<file path="src/design/pgw_pkg.sv">
package pgw_pkg;

  localparam int unsigned LEVELS     = 5;
  localparam int unsigned ADDR_BITS  = 52;
  localparam int unsigned VA_BITS    = 44;
  localparam int unsigned IDX_BITS   = 9;
  localparam int unsigned LVL_BITS   = 3;
  localparam int unsigned STEP_BITS  = 3;
  localparam int unsigned ENTRY_BITS = 64;
  localparam int unsigned CFG_DATA_BITS = 64;
  localparam int unsigned FIFO_DEPTH = 4;
  localparam int unsigned FIFO_PTR_BITS = $clog2(FIFO_DEPTH);
  localparam int unsigned FIFO_CNT_BITS = $clog2(FIFO_DEPTH + 1);

  localparam logic [LVL_BITS-1:0] LVL_ROOT = 3'd4;
  localparam logic [LVL_BITS-1:0] LVL_WIDE = 3'd1;
  localparam logic [LVL_BITS-1:0] LVL_LEAF = 3'd0;

  localparam logic [1:0] APER_DESCEND = 2'd1;

  localparam logic [1:0] CFG_ROOT_TABLE = 2'd0;
  localparam logic [1:0] CFG_APER_BASE  = 2'd1;
  localparam logic [1:0] CFG_MAX_STEPS  = 2'd2;

  localparam logic [STEP_BITS-1:0] MAX_STEPS_RESET = 3'd5;

  typedef enum logic [1:0] {
    KIND_REQUEST = 2'd0,
    KIND_STEP    = 2'd1,
    KIND_REFUSE  = 2'd2
  } kind_e;

  typedef enum logic {
    OP_START = 1'b0,
    OP_READ  = 1'b1
  } op_e;

  typedef struct packed {
    kind_e                  kind;
    logic [ADDR_BITS-1:0]   address;
    logic [LVL_BITS-1:0]    level;
    logic [IDX_BITS-1:0]    index;
    logic [ENTRY_BITS-1:0]  entry;
    logic [ADDR_BITS-1:0]   next_table;
    logic [1:0]             aperture;
    logic [STEP_BITS-1:0]   step_count;
    logic                   last;
  } result_t;

  typedef struct packed {
    logic                  active;
    logic [LVL_BITS-1:0]   level;
    logic [ADDR_BITS-1:0]  table_addr;
    logic [VA_BITS-1:0]    va_bits;
    logic [STEP_BITS-1:0]  steps;
  } walk_state_t;

  typedef struct packed {
    logic [ADDR_BITS-1:0]  root_table;
    logic [ADDR_BITS-1:0]  aper_base;
    logic [STEP_BITS-1:0]  max_steps;
  } cfg_t;

  // Index field of the virtual page number for a level; level 1 has 8 bits.
  function automatic logic [IDX_BITS-1:0] index_at(logic [LVL_BITS-1:0] lvl,
                                                   logic [VA_BITS-1:0] va);
    logic [IDX_BITS-1:0] idx;
    case (lvl)
      3'd0:    idx = va[8:0];
      3'd1:    idx = {1'b0, va[16:9]};
      3'd2:    idx = va[25:17];
      3'd3:    idx = va[34:26];
      3'd4:    idx = va[43:35];
      default: idx = '0;
    endcase
    return idx;
  endfunction

  function automatic result_t make_request(logic [LVL_BITS-1:0] lvl,
                                           logic [ADDR_BITS-1:0] tbl,
                                           logic [VA_BITS-1:0] va,
                                           logic [STEP_BITS-1:0] steps);
    result_t r;
    logic [IDX_BITS-1:0] idx;
    logic [ADDR_BITS-1:0] off;
    idx = index_at(lvl, va);
    // 16-byte entries at level 1, upper half read
    if (lvl == LVL_WIDE) begin
      off = {39'd0, idx, 4'd0} + 52'd8;
    end else begin
      off = {40'd0, idx, 3'd0};
    end
    r            = '0;
    r.kind       = KIND_REQUEST;
    r.address    = tbl + off;
    r.level      = lvl;
    r.index      = idx;
    r.step_count = steps;
    return r;
  endfunction

endpackage

</file>
<file path="src/design/five_level_page_table_walker.sv">
// A transaction's results (none for a read with no walk open, two for a
// step that descends, else one) are written into the 4-entry result queue
// as it is accepted and leave the queue in order. Throughput: one input
// transaction per cycle while the queue has room for two; results leave at
// one per cycle while the sink is ready. Reset clears the walk and queue and
// puts the configuration at root 0, aperture base 0, max steps 5.
module five_level_page_table_walker (
  input  logic          clk_i,
  input  logic          rst_ni,
  input  logic          s_axis_tvalid,
  output logic          s_axis_tready,
  // [55:0] virtual_address, [56] window_alive, [120:57] read_data, rest zero
  input  logic [127:0]  s_axis_tdata,
  // [0] operation
  input  logic [0:0]    s_axis_tuser,
  output logic          m_axis_tvalid,
  input  logic          m_axis_tready,
  // [51:0] address, [54:52] level, [63:55] index, [127:64] entry,
  // [179:128] next_table, [181:180] aperture, [184:182] step_count, rest zero
  output logic [191:0]  m_axis_tdata,
  // [1:0] kind
  output logic [1:0]    m_axis_tuser,
  output logic          m_axis_tlast,
  input  logic          cfg_valid_i,
  output logic          cfg_ready_o,
  input  logic [1:0]    cfg_index_i,
  input  logic [63:0]   cfg_data_i
);

  pgw_pkg::cfg_t        cfg_q, cfg_d;
  pgw_pkg::walk_state_t st_q, st_d;
  pgw_pkg::result_t     res0, res1, head;
  logic [1:0]           n_res;
  logic                 accept, room2, cfg_we;

  assign s_axis_tready = room2;
  assign accept        = s_axis_tvalid && s_axis_tready;
  assign cfg_ready_o   = 1'b1;
  assign cfg_we        = cfg_valid_i && cfg_ready_o;

  always_comb begin
    cfg_d = cfg_q;
    if (cfg_we) begin
      case (cfg_index_i)
        pgw_pkg::CFG_ROOT_TABLE: cfg_d.root_table = cfg_data_i[pgw_pkg::ADDR_BITS-1:0];
        pgw_pkg::CFG_APER_BASE:  cfg_d.aper_base  = cfg_data_i[pgw_pkg::ADDR_BITS-1:0];
        pgw_pkg::CFG_MAX_STEPS:  cfg_d.max_steps  = cfg_data_i[pgw_pkg::STEP_BITS-1:0];
        default: ;
      endcase
    end
  end

  pgw_step u_step (
    .accept_i (accept),
    .op_i     (pgw_pkg::op_e'(s_axis_tuser[0])),
    .va_i     (s_axis_tdata[55:0]),
    .alive_i  (s_axis_tdata[56]),
    .rdata_i  (s_axis_tdata[120:57]),
    .cfg_i    (cfg_q),
    .state_i  (st_q),
    .state_o  (st_d),
    .res0_o   (res0),
    .res1_o   (res1),
    .n_res_o  (n_res)
  );

  pgw_fifo u_fifo (
    .clk_i    (clk_i),
    .rst_ni   (rst_ni),
    .push_n_i (n_res),
    .push0_i  (res0),
    .push1_i  (res1),
    .room2_o  (room2),
    .valid_o  (m_axis_tvalid),
    .pop_i    (m_axis_tready),
    .head_o   (head)
  );

  assign m_axis_tdata = {7'd0, head.step_count, head.aperture, head.next_table,
                         head.entry, head.index, head.level, head.address};
  assign m_axis_tuser = head.kind;
  assign m_axis_tlast = head.last;

  always_ff @(posedge clk_i or negedge rst_ni) begin
    if (!rst_ni) begin
      cfg_q.root_table <= '0;
      cfg_q.aper_base  <= '0;
      cfg_q.max_steps  <= pgw_pkg::MAX_STEPS_RESET;
      st_q             <= '0;
    end else begin
      cfg_q <= cfg_d;
      st_q  <= st_d;
    end
  end

endmodule

</file>
<file path="src/design/pgw_step.sv">
module pgw_step (
  input  logic                              accept_i,
  input  pgw_pkg::op_e                      op_i,
  input  logic [55:0]                       va_i,
  input  logic                              alive_i,
  input  logic [pgw_pkg::ENTRY_BITS-1:0]    rdata_i,
  input  pgw_pkg::cfg_t                     cfg_i,
  input  pgw_pkg::walk_state_t              state_i,
  output pgw_pkg::walk_state_t              state_o,
  output pgw_pkg::result_t                  res0_o,
  output pgw_pkg::result_t                  res1_o,
  output logic [1:0]                        n_res_o
);

  logic                             start_ok;
  logic [pgw_pkg::VA_BITS-1:0]      va_new;
  logic [pgw_pkg::STEP_BITS-1:0]    steps_new;
  logic [pgw_pkg::ADDR_BITS-1:0]    next_tbl;
  logic [1:0]                       aper;
  logic                             done;
  logic [pgw_pkg::LVL_BITS-1:0]     lvl_down;

  assign va_new    = va_i[55:12];
  assign steps_new = state_i.steps + 3'd1;
  assign next_tbl  = {rdata_i[51:12], 12'd0};
  assign aper      = rdata_i[2:1];
  assign lvl_down  = state_i.level - 3'd1;
  assign done      = (state_i.level == pgw_pkg::LVL_LEAF) ||
                     (aper != pgw_pkg::APER_DESCEND) ||
                     (steps_new >= cfg_i.max_steps);

  assign start_ok = !state_i.active && (cfg_i.root_table != '0) &&
                    (cfg_i.root_table[11:0] == 12'd0) &&
                    (cfg_i.aper_base != '0) && (cfg_i.max_steps != '0) && alive_i;

  always_comb begin
    state_o = state_i;
    res0_o  = '0;
    res1_o  = '0;
    n_res_o = 2'd0;
    if (accept_i) begin
      if (op_i == pgw_pkg::OP_START) begin
        n_res_o = 2'd1;
        if (start_ok) begin
          state_o.active     = 1'b1;
          state_o.level      = pgw_pkg::LVL_ROOT;
          state_o.table_addr = cfg_i.root_table;
          state_o.va_bits    = va_new;
          state_o.steps      = '0;
          res0_o = pgw_pkg::make_request(pgw_pkg::LVL_ROOT, cfg_i.root_table,
                                         va_new, '0);
        end else begin
          res0_o.kind = pgw_pkg::KIND_REFUSE;
          res0_o.last = 1'b1;
        end
      end else if (state_i.active) begin
        n_res_o           = 2'd1;
        res0_o.kind       = pgw_pkg::KIND_STEP;
        res0_o.address    = state_i.table_addr;
        res0_o.level      = state_i.level;
        res0_o.index      = pgw_pkg::index_at(state_i.level, state_i.va_bits);
        res0_o.entry      = rdata_i;
        res0_o.next_table = next_tbl;
        res0_o.aperture   = aper;
        res0_o.step_count = steps_new;
        res0_o.last       = done;
        state_o.steps     = steps_new;
        if (done) begin
          state_o.active = 1'b0;
        end else begin
          n_res_o            = 2'd2;
          state_o.level      = lvl_down;
          state_o.table_addr = next_tbl;
          res1_o = pgw_pkg::make_request(lvl_down, next_tbl, state_i.va_bits,
                                         steps_new);
        end
      end
    end
  end

endmodule

</file>
<file path="src/design/pgw_fifo.sv">
module pgw_fifo (
  input  logic              clk_i,
  input  logic              rst_ni,
  input  logic [1:0]        push_n_i,
  input  pgw_pkg::result_t  push0_i,
  input  pgw_pkg::result_t  push1_i,
  output logic              room2_o,
  output logic              valid_o,
  input  logic              pop_i,
  output pgw_pkg::result_t  head_o
);

  pgw_pkg::result_t                  mem [pgw_pkg::FIFO_DEPTH];
  logic [pgw_pkg::FIFO_PTR_BITS-1:0] wptr_q, wptr_d, rptr_q, rptr_d;
  logic [pgw_pkg::FIFO_PTR_BITS-1:0] wptr_p1;
  logic [pgw_pkg::FIFO_CNT_BITS-1:0] cnt_q, cnt_d;
  logic                              pop;

  assign pop     = pop_i && valid_o;
  assign wptr_p1 = wptr_q + {{(pgw_pkg::FIFO_PTR_BITS-1){1'b0}}, 1'b1};
  assign wptr_d  = wptr_q + push_n_i;
  assign rptr_d  = rptr_q + {{(pgw_pkg::FIFO_PTR_BITS-1){1'b0}}, pop};
  assign cnt_d   = cnt_q + {{(pgw_pkg::FIFO_CNT_BITS-2){1'b0}}, push_n_i}
                 - {{(pgw_pkg::FIFO_CNT_BITS-1){1'b0}}, pop};

  assign valid_o = cnt_q != '0;
  assign room2_o = cnt_q <= pgw_pkg::FIFO_CNT_BITS'(pgw_pkg::FIFO_DEPTH - 2);
  assign head_o  = mem[rptr_q];

  always_ff @(posedge clk_i) begin
    if (push_n_i != 2'd0) begin
      mem[wptr_q] <= push0_i;
    end
    if (push_n_i == 2'd2) begin
      mem[wptr_p1] <= push1_i;
    end
  end

  always_ff @(posedge clk_i or negedge rst_ni) begin
    if (!rst_ni) begin
      wptr_q <= '0;
      rptr_q <= '0;
      cnt_q  <= '0;
    end else begin
      wptr_q <= wptr_d;
      rptr_q <= rptr_d;
      cnt_q  <= cnt_d;
    end
  end

endmodule

</file>
<file path="config.mk">
export PLATFORM = sky130hd
export DESIGN_NAME = five_level_page_table_walker
export DESIGN_NICKNAME = d
export VERILOG_FILES = /design/src/design/pgw_pkg.sv /design/src/design/five_level_page_table_walker.sv /design/src/design/pgw_step.sv /design/src/design/pgw_fifo.sv
export SDC_FILE = /design/constraint.sdc
export NUM_CORES = 1
export LEC_CHECK = 0
export BUFFER_PORTS_ARGS = -buffer_cell sky130_fd_sc_hd__buf_2
export CAP_MARGIN = 5
export CORE_ASPECT_RATIO = 0.5
export CORE_MARGIN = 2
export CORE_UTILIZATION = 31
export DETAILED_ROUTE_END_ITERATION = 16
export HOLD_SLACK_MARGIN = 0.15
export PLACE_DENSITY_LB_ADDON = 0.3
export SYNTH_ARGS = -nofsm -noshare
export SYNTH_HDL_FRONTEND = slang
export SYNTH_SLANG_ARGS = --single-unit
</file>
<file path="constraint.sdc">
create_clock -name clk_i -period 4.43 [get_ports clk_i]
set_clock_uncertainty 0.15 [all_clocks]
set_input_delay 1.1075 -clock clk_i [delete_from_list [all_inputs] [get_ports clk_i]]
set_output_delay 1.1075 -clock clk_i [all_outputs]
set_load 0.01 [all_outputs]
</file>
==> reports/metrics.csv, run 1 <==
stage,metric,value,unit
placement,Detailed Place HPWL,83140,um
clock_network,"Clk Latency, worst-skew pair",0.65,ns
min_path,HP Start,u_fifo.mem[1][186],
power_and_ir_drop,power share of the sequential group,41.8,%
clock_network,CTS tree,built,
detailed_routing,Antenna Nets Post-Route,0,
power_and_ir_drop,leak pwr,15.43,nW
logic_synthesis,most common cell in the synthesized netlist,nand2_1,
placement,pre-CTS setup slack,-0.1007,ns
setup_path,critical path arrival,4.43,ns
setup_path,highest-delay cell along the critical path,or2_2,
logic_synthesis,Synth cell types,74,
detailed_routing,Initial DRC Count,3181,
logic_synthesis,synthesized flop and latch total,753,
sta,number of hold violations in the final report,0,
floorplan,I/O pin cnt,398,
floorplan,die area,0.1158,mm^2
logic_synthesis,Yosys top cell area share,21.95,%
clock_network,H-Tree Level Count,3,
power_and_ir_drop,Pint,0.01316,W
logic_synthesis,YS warnings,0,
clock_network,CTS root buf,clkbuf_16,
grt,remaining global-route overflow,0,
outcome,status,"finished, final reports clean",
run,max_cap viols,0,
logic_synthesis,Synth Cell Area,0.03501,mm^2
power_and_ir_drop,overall power,0.01897,W
setup_path,RR Startpoint,st_q[99],
logic_synthesis,Main synth FF type,dfxtp_1,
clock_network,Sink Count,753,
final_layout,fin cells,5043,
detailed_routing,Pre-antenna DRT Iters,5,
clock_network,post-CTS sizing,1,
final_layout,synthesis-to-finish area growth,17.69,%
detailed_routing,Avg WL per Cell,24.62,um
placement,placed insts,4888,
grt,antenna violations before repair,35,
final_layout,post-layout util,36.68,%
grt,GRT Util Overall,20.70,%
detailed_routing,Vias/cell,5.592,
setup_path,Worst Setup Path Type,register to register,
final_layout,layout cells sized above 1,24.98,%
logic_synthesis,"FFs w/ async S/R, synth",28.82,%
sta,RSZ-0062 raised after global routing,no,
floorplan,core area,0.1123,mm^2
logic_synthesis,post-synthesis cell count,3206,
grt,global-route wire length before repair,181300,um
setup_path,CP peak stage delay,0.47,ns
clock_network,cts hold-fix bufs,0,
logic_synthesis,sequential fraction of the synthesis area,53.48,%
clock_network,Max Root-Sink Buffers,3,
detailed_routing,# DRC,0,
setup_path,"critical path fanouts, max",9,
clock_network,cts bufs inserted,76,
logic_synthesis,"area leader, netlist",edfxtp_1,
clock_network,clock slew at reported path FFs,0.06,ns
logic_synthesis,syn avg cell area,10.92,um^2
sta,Period minus WS final,4.212,ns
logic_synthesis,Synth area leaders,"edfxtp_1 22%, dfxtp_1 16%, dfrtp_1 15%, mux4_2 8.6%, o21ai_0 5.5%",
logic_synthesis,"EDFF count, synth",256,
sta,Least-Margin Pin Slew,1.006,ns
sta,max frequency,0.2374,GHz
power_and_ir_drop,Comb pwr share,23.1,%
detailed_routing,Vias,28200,
min_path,HP Class,register to register,
setup_path,type of origin of the critical path,register,
setup_path,FF-to-FF End,u_fifo.mem[0][181],
detailed_routing,Total Routed Length,124200,um
sta,max-slew violations,0,
clock_network,Post-CTS Setup Inserts,0,
setup_path,CP Cell Sequence,inv_1 -> ha_1 -> xnor2_4 -> and2_1 -> a32oi_1 -> o21ai_1 -> buf_4 -> and2_1 -> ha_1 -> nand3_1 -> nand4bb_1 -> or2_2 -> nor4_1 -> xor2_1 -> a32oi_1 -> o21ai_0,
power_and_ir_drop,clock share of power,35.2,%
sta,Slew headroom,32.25,%
logic_synthesis,top post-synthesis cells by count,"428 x nand2_1, 388 x o21ai_0, 308 x nand3_1",
setup_path,R2R depth,16,
setup_path,Reg2Reg Setup Slack,0.22,ns
placement,PortBufs,346,
sta,setup violators final,0,
floorplan,die span in x,479.3,um
power_and_ir_drop,Switching Fraction,30.63,%
min_path,Hold Path Cell Cnt,1,
placement,routability cong.,0.8799,
sta,Final Cycle Share,95.09,%
power_and_ir_drop,Worst VDD drop,306.7,uV
setup_path,CP endpoint kind,register,
setup_path,Crit. Startpoint,st_q[99],
power_and_ir_drop,Psw,0.005809,W
floorplan,num rows,87,
min_path,WHS Endpoint,u_fifo.mem[1][186],
setup_path,Required @ worst endpoint,4.65,ns
final_layout,nets,3680,
floorplan,initial core utilization,31.17,%
sta,Hold Worst Slack,0.3161,ns
grt,largest net degree at the start of global routing,117,
sta,PnR worst setup slack,0.2176,ns
floorplan,DIE HEIGHT,241.6,um
power_and_ir_drop,Pwr Density,460.3,mW/mm^2
grt,vias in the first global route,27144,
final_layout,fillcell total,11107,
==> power groups by stage <==
stage,Combinational [W],Sequential (W),Clock [W]
2_1_floorplan,0.00264,0.00788,0
3_3_place_gp,0.00440,0.00804,0
3_5_place_dp,0.00440,0.00806,0
4_1_cts,0.00442,0.00792,0.00678
5_1_grt,0.00458,0.00797,0.00703
6_report,0.00437,0.00792,0.00667
==> stage by stage <==
| stage | setup TNS, ns | instance area, um^2 |
|---|---|---|
| 3_5_place_dp | -0.3908 | 38590 |
| 3_3_place_gp | -0.01364 | 38590 |
| 2_1_floorplan | 0 | 35080 |
| 5_1_grt | 0 | 41190 |
| 6_report | 0 | 41210 |
| 4_1_cts | 0 | 41160 |
==> kinds of logic (layout without fill, tap and decap cells) <==
logic type      after synthesis  after routing  synth area share [%]
simple gates                974            974                 12.89
mux                         256            256                 12.48
other cells                   2             35               0.02145
flops                       753            753                 53.48
fa+ha+maj                    27             27                 1.008
xor+xnor                     92             92                 2.301
buf+inv                     351            642                 4.595
compound gates              751            751                 13.22
==> worst max-delay path: cells and delay by family (launching register included) <==
family	cells	cell delay, ns
and+or+nand+nor	6	1.55
xor gates and xnor gates	2	0.47
adders and majority gates	2	0.55
AOI/OAI and AO/OA	4	0.60
buffers and inverters	2	0.27
DFF	1	0.34
==> worst max-delay path by stage <==
stage / cells past startpoint / endpoint / slack [ns]
finish: 16 / u_fifo.mem[0][181] / 0.22
floorplan: 7 / u_fifo.mem[2][122] / 0.07
detailed placement: 15 / u_fifo.mem[3][181] / -0.10
global placement: 15 / u_fifo.mem[3][179] / -0.01
global route: 16 / u_fifo.mem[3][181] / 0.02
CTS: 15 / u_fifo.mem[3][181] / 0.10
==> cell type report <==
type	instances	area (um^2)	area share (%)
well taps	1513	1893	4.594
repair buffers	475	3023	7.335
clock buffers	108	2240	5.435
inverters	27	101.3	0.2459
multi-input cells	2120	14860	36.06
clock inverters	32	322.8	0.7833
diodes	15	37.54	0.09109
flip-flops and latches	753	18730	45.46
==> cells in the final DEF (no fill, tap or decap), types with 42 or more instances in the layout <==
cell type / n
clkbuf_16: 82
o22ai_1: 114
edfxtp_1: 256
xnor2_1: 42
buf_2: 345
xor2_1: 49
dfxtp_1: 280
mux4_2: 134
a22oi_1: 74
o21ai_0: 387
nand3_1: 307
nor2_1: 66
dfrtp_1: 213
nand2_1: 420
buf_4: 104
mux2_2: 105
==> registers in the layout (all words and copies together) (netlist names) <==
register,cells
u_fifo.wptr_q,2
cfg_q,107
u_fifo.cnt_q,3
u_fifo.mem,536
u_fifo.rptr_q,2
st_q,103
==> metal layers <==
metal,global-route usage (%),vias up,wire length [um]
li1,-,12394,-
met1,27.97,14108,50830
met2,31.99,1384,56610
met3,5.155,284,11980
met4,7.738,30,4559
met5,0,-,188
(Power assumes the default switching activity.)
==> inputs of run 2 (changes only) <==
--- a/config.mk
+++ b/config.mk
@@ -15,4 +15,5 @@
 export PLACE_DENSITY_LB_ADDON = 0.3
 export SYNTH_ARGS = -nofsm -noshare
 export SYNTH_HDL_FRONTEND = slang
+export SYNTH_HIERARCHICAL = 1
 export SYNTH_SLANG_ARGS = --single-unit
==> reports/metrics.csv, run 2 <==
stage,metric,value,unit,change
grt,GRT Util Overall,17.67,%,was 20.70%
clock_network,"Clk Latency, worst-skew pair",0.72,ns,was 0.65 ns
clock_network,clock slew at reported path FFs,0.06,ns,about the same
logic_synthesis,synthesized flop and latch total,969,,was 753
clock_network,CTS root buf,clkbuf_16,,unchanged
grt,largest net degree at the start of global routing,127,,was 117
logic_synthesis,Main synth FF type,edfxtp_1,,was dfxtp_1
logic_synthesis,syn avg cell area,15.30,um^2,was 10.92 um^2
clock_network,CTS tree,built,,unchanged
final_layout,Biggest register,u_fifo/mem,,was u_fifo.mem
logic_synthesis,"area leader, netlist",edfxtp_1,,unchanged
final_layout,largest registers,"u_fifo/mem x752, cfg_q x107, st_q x103",,"was u_fifo.mem x536, cfg_q x107, st_q x103"
floorplan,num rows,105,,was 87
power_and_ir_drop,leak pwr,22.41,nW,was 15.43 nW
setup_path,RR Startpoint,st_q[99],,unchanged
logic_synthesis,YS warnings,6,,was 0
clock_network,H-Tree Level Count,3,,unchanged
setup_path,CP endpoint kind,register,,unchanged
placement,routability cong.,0.8407,,was 0.8799
floorplan,DIE HEIGHT,292.1,um,was 241.6 um
logic_synthesis,Synth area leaders,"edfxtp_1 44%, mux2_2 14%, dfrtp_1 10%, mux4_2 8.2%, mux2_4 3.5%",,"was edfxtp_1 22%, dfxtp_1 16%, dfrtp_1 15%, mux4_2 8.6%, o21ai_0 5.5%"
sta,Least-Margin Pin Slew,0.9125,ns,was 1.006 ns
setup_path,Crit. Startpoint,st_q[99],,unchanged
sta,Period minus WS final,4.201,ns,was 4.212 ns
floorplan,I/O pin cnt,398,,unchanged
setup_path,Required @ worst endpoint,4.75,ns,was 4.65 ns
grt,antenna violations before repair,36,,was 35
power_and_ir_drop,overall power,0.02632,W,was 0.01897 W
sta,Final Cycle Share,94.83,%,was 95.09%
floorplan,die area,0.1694,mm^2,was 0.1158 mm^2
sta,TNS Setup,0,ns,unchanged
detailed_routing,Initial DRC Count,2393,,was 3181
detailed_routing,Pre-antenna DRT Iters,5,,unchanged
power_and_ir_drop,Pwr Density,442.1,mW/mm^2,was 460.3 mW/mm^2
placement,Detailed Place HPWL,103000,um,was 83140 um
clock_network,Sink Count,969,,was 753
grt,global-route wire length before repair,222600,um,was 181300 um
clock_network,Max Root-Sink Buffers,3,,unchanged
sta,setup violators final,0,,unchanged
final_layout,Largest register FFs,752,,was 536
power_and_ir_drop,Worst VDD drop,331.8,uV,was 306.7 uV
final_layout,fillcell total,15617,,was 11107
final_layout,"commonest non-fill, non-tap cells in the layout","752 x edfxtp_1, 660 x mux2_2, 357 x buf_2",,"was 420 x nand2_1, 387 x o21ai_0, 345 x buf_2"
setup_path,critical path arrival,4.52,ns,was 4.43 ns
sta,number of hold violations in the final report,0,,unchanged
logic_synthesis,post-synthesis cell count,3362,,was 3206
grt,remaining global-route overflow,0,,unchanged
logic_synthesis,Synth cell types,80,,was 74
sta,Hold Worst Slack,0.2280,ns,was 0.3161 ns
placement,placed insts,5834,,was 4888
final_layout,"most common cell after layout, fill and taps aside",edfxtp_1,,was nand2_1
sta,Slew headroom,38.84,%,was 32.25%
logic_synthesis,Synth Cell Area,0.05145,mm^2,was 0.03501 mm^2
setup_path,Worst Setup Path Type,register to register,,unchanged
clock_network,cts bufs inserted,100,,was 76
setup_path,type of origin of the critical path,register,,unchanged
detailed_routing,Antenna Nets Post-Route,0,,unchanged
logic_synthesis,top post-synthesis cells by count,"752 x edfxtp_1, 660 x mux2_2, 215 x dfrtp_1",,"was 428 x nand2_1, 388 x o21ai_0, 308 x nand3_1"
final_layout,nets,3970,,was 3680
sta,max-slew violations,0,,unchanged
sta,RSZ-0062 raised after global routing,no,,unchanged
logic_synthesis,"FFs w/ async S/R, synth",22.39,%,was 28.82%
logic_synthesis,most common cell in the synthesized netlist,edfxtp_1,,was nand2_1
detailed_routing,Avg WL per Cell,25.26,um,was 24.62 um
placement,DP Area,0.05608,mm^2,was 0.03859 mm^2
detailed_routing,Vias,30576,,was 28200
setup_path,"critical path fanouts, max",8,,was 9
final_layout,Final Cell Area,0.05953,mm^2,was 0.04121 mm^2
final_layout,synthesis-to-finish area growth,15.69,%,was 17.69%
clock_network,cts hold-fix bufs,0,,unchanged
logic_synthesis,"EDFF count, synth",752,,was 256
floorplan,core area,0.1644,mm^2,was 0.1123 mm^2
logic_synthesis,Yosys top cell area share,43.89,%,was 21.95%
detailed_routing,# DRC,0,,unchanged
sta,max frequency,0.2380,GHz,was 0.2374 GHz
detailed_routing,Vias/cell,5.064,,was 5.592
floorplan,initial core utilization,31.31,%,was 31.17%
outcome,status,"finished, final reports clean",,unchanged
clock_network,Post-CTS Setup Inserts,0,,unchanged
placement,PortBufs,358,,was 346
run,max_cap viols,0,,unchanged
final_layout,fin cells,6038,,was 5043
logic_synthesis,sequential fraction of the synthesis area,54.45,%,was 53.48%
detailed_routing,Total Routed Length,152500,um,was 124200 um
min_path,HP Class,input port to asynchronous set/reset pin,,was register to register
grt,vias in the first global route,31536,,was 27144
final_layout,layout cells sized above 1,44.28,%,was 24.98%
floorplan,die span in x,580.2,um,was 479.3 um
## run 2: final cells by class
type	count	area (um^2)	area share [%]
well taps	2193	2744	4.610
flip-flops and latches	969	28020	47.08
multi-input cells	2101	21180	35.58
clock buffers	136	2800	4.704
diodes	17	42.54	0.07147
clock inverters	51	559.3	0.9396
repair buffers	537	4046	6.798
inverters	34	130.1	0.2186
## run 2: report_power, final
group	leakage [nW]	switching, W	internal, W
combinational	11.2	0.00370	0.00286
clock	1.64	0.00377	0.00498
sequential	9.59	0.000534	0.0105
total	22.4	0.00800	0.0183
## run 2: logic make-up after synthesis
kind of cell / after synthesis / synth area share, %
compound gates: 258 / 3.655
xor+xnor: 85 / 1.447
fa+ha+maj: 27 / 0.6858
buf+inv: 433 / 5.656
flops: 969 / 54.45
mux: 1097 / 28.99
other cells: 3 / 0.02188
simple gates: 490 / 5.097
## run 2: stage by stage
step,setup slack [ns],utilization [%]
CTS,0.08595,36.18
finish,0.2290,36.22
detailed placement,-0.05585,34.12
global route,0.01431,36.21
global placement,-0.04707,34.12
floorplan,-2.946,-
## run 2: worst paths after layout
check	slack (ns)	depth (start not counted)	end
worst max register to register	0.23	17	u_fifo/mem[1][184]
worst min-delay path	0.23	1	st_q[23]
min in group clk_i	0.33	1	st_q[49]
worst max-delay path	0.23	17	u_fifo/mem[1][184]
max in group asynchronous	2.86	2	st_q[50]
worst min register to register	0.33	1	st_q[49]
## run 2: what timing repair did
item,in CTS,in global routing
gates resized for setup,2,7
pin swaps,0,2
endpoints found under the setup margin,21,40
## run 2: worst max-delay path, cell delays in order (launching register included)
cell and delay, ns:
dfrtp_1 0.35, inv_1 0.06, ha_1 0.24, xnor2_2 0.23, and2_1 0.18, a22oi_1 0.12
a21oi_2 0.22, buf_4 0.14, ha_2 0.20, ha_1 0.18, and4_2 0.27, nand4_1 0.12
or4_1 0.55, buf_4 0.22, nor3_4 0.19, xnor2_1 0.14, nor2_1 0.09, mux2_2 0.31
## run 2: routing by layer
metal | GRT usage, % | part of all wire (%) | routed length (um) | vias up
met5 | 0 | 0.055 | 84 | -
met4 | 6.027 | 3.3 | 5076 | 16
li1 | - | - | - | 13525
met2 | 30.63 | 51 | 77430 | 868
met1 | 22.49 | 41 | 62860 | 15941
met3 | 2.671 | 4.6 | 7081 | 226
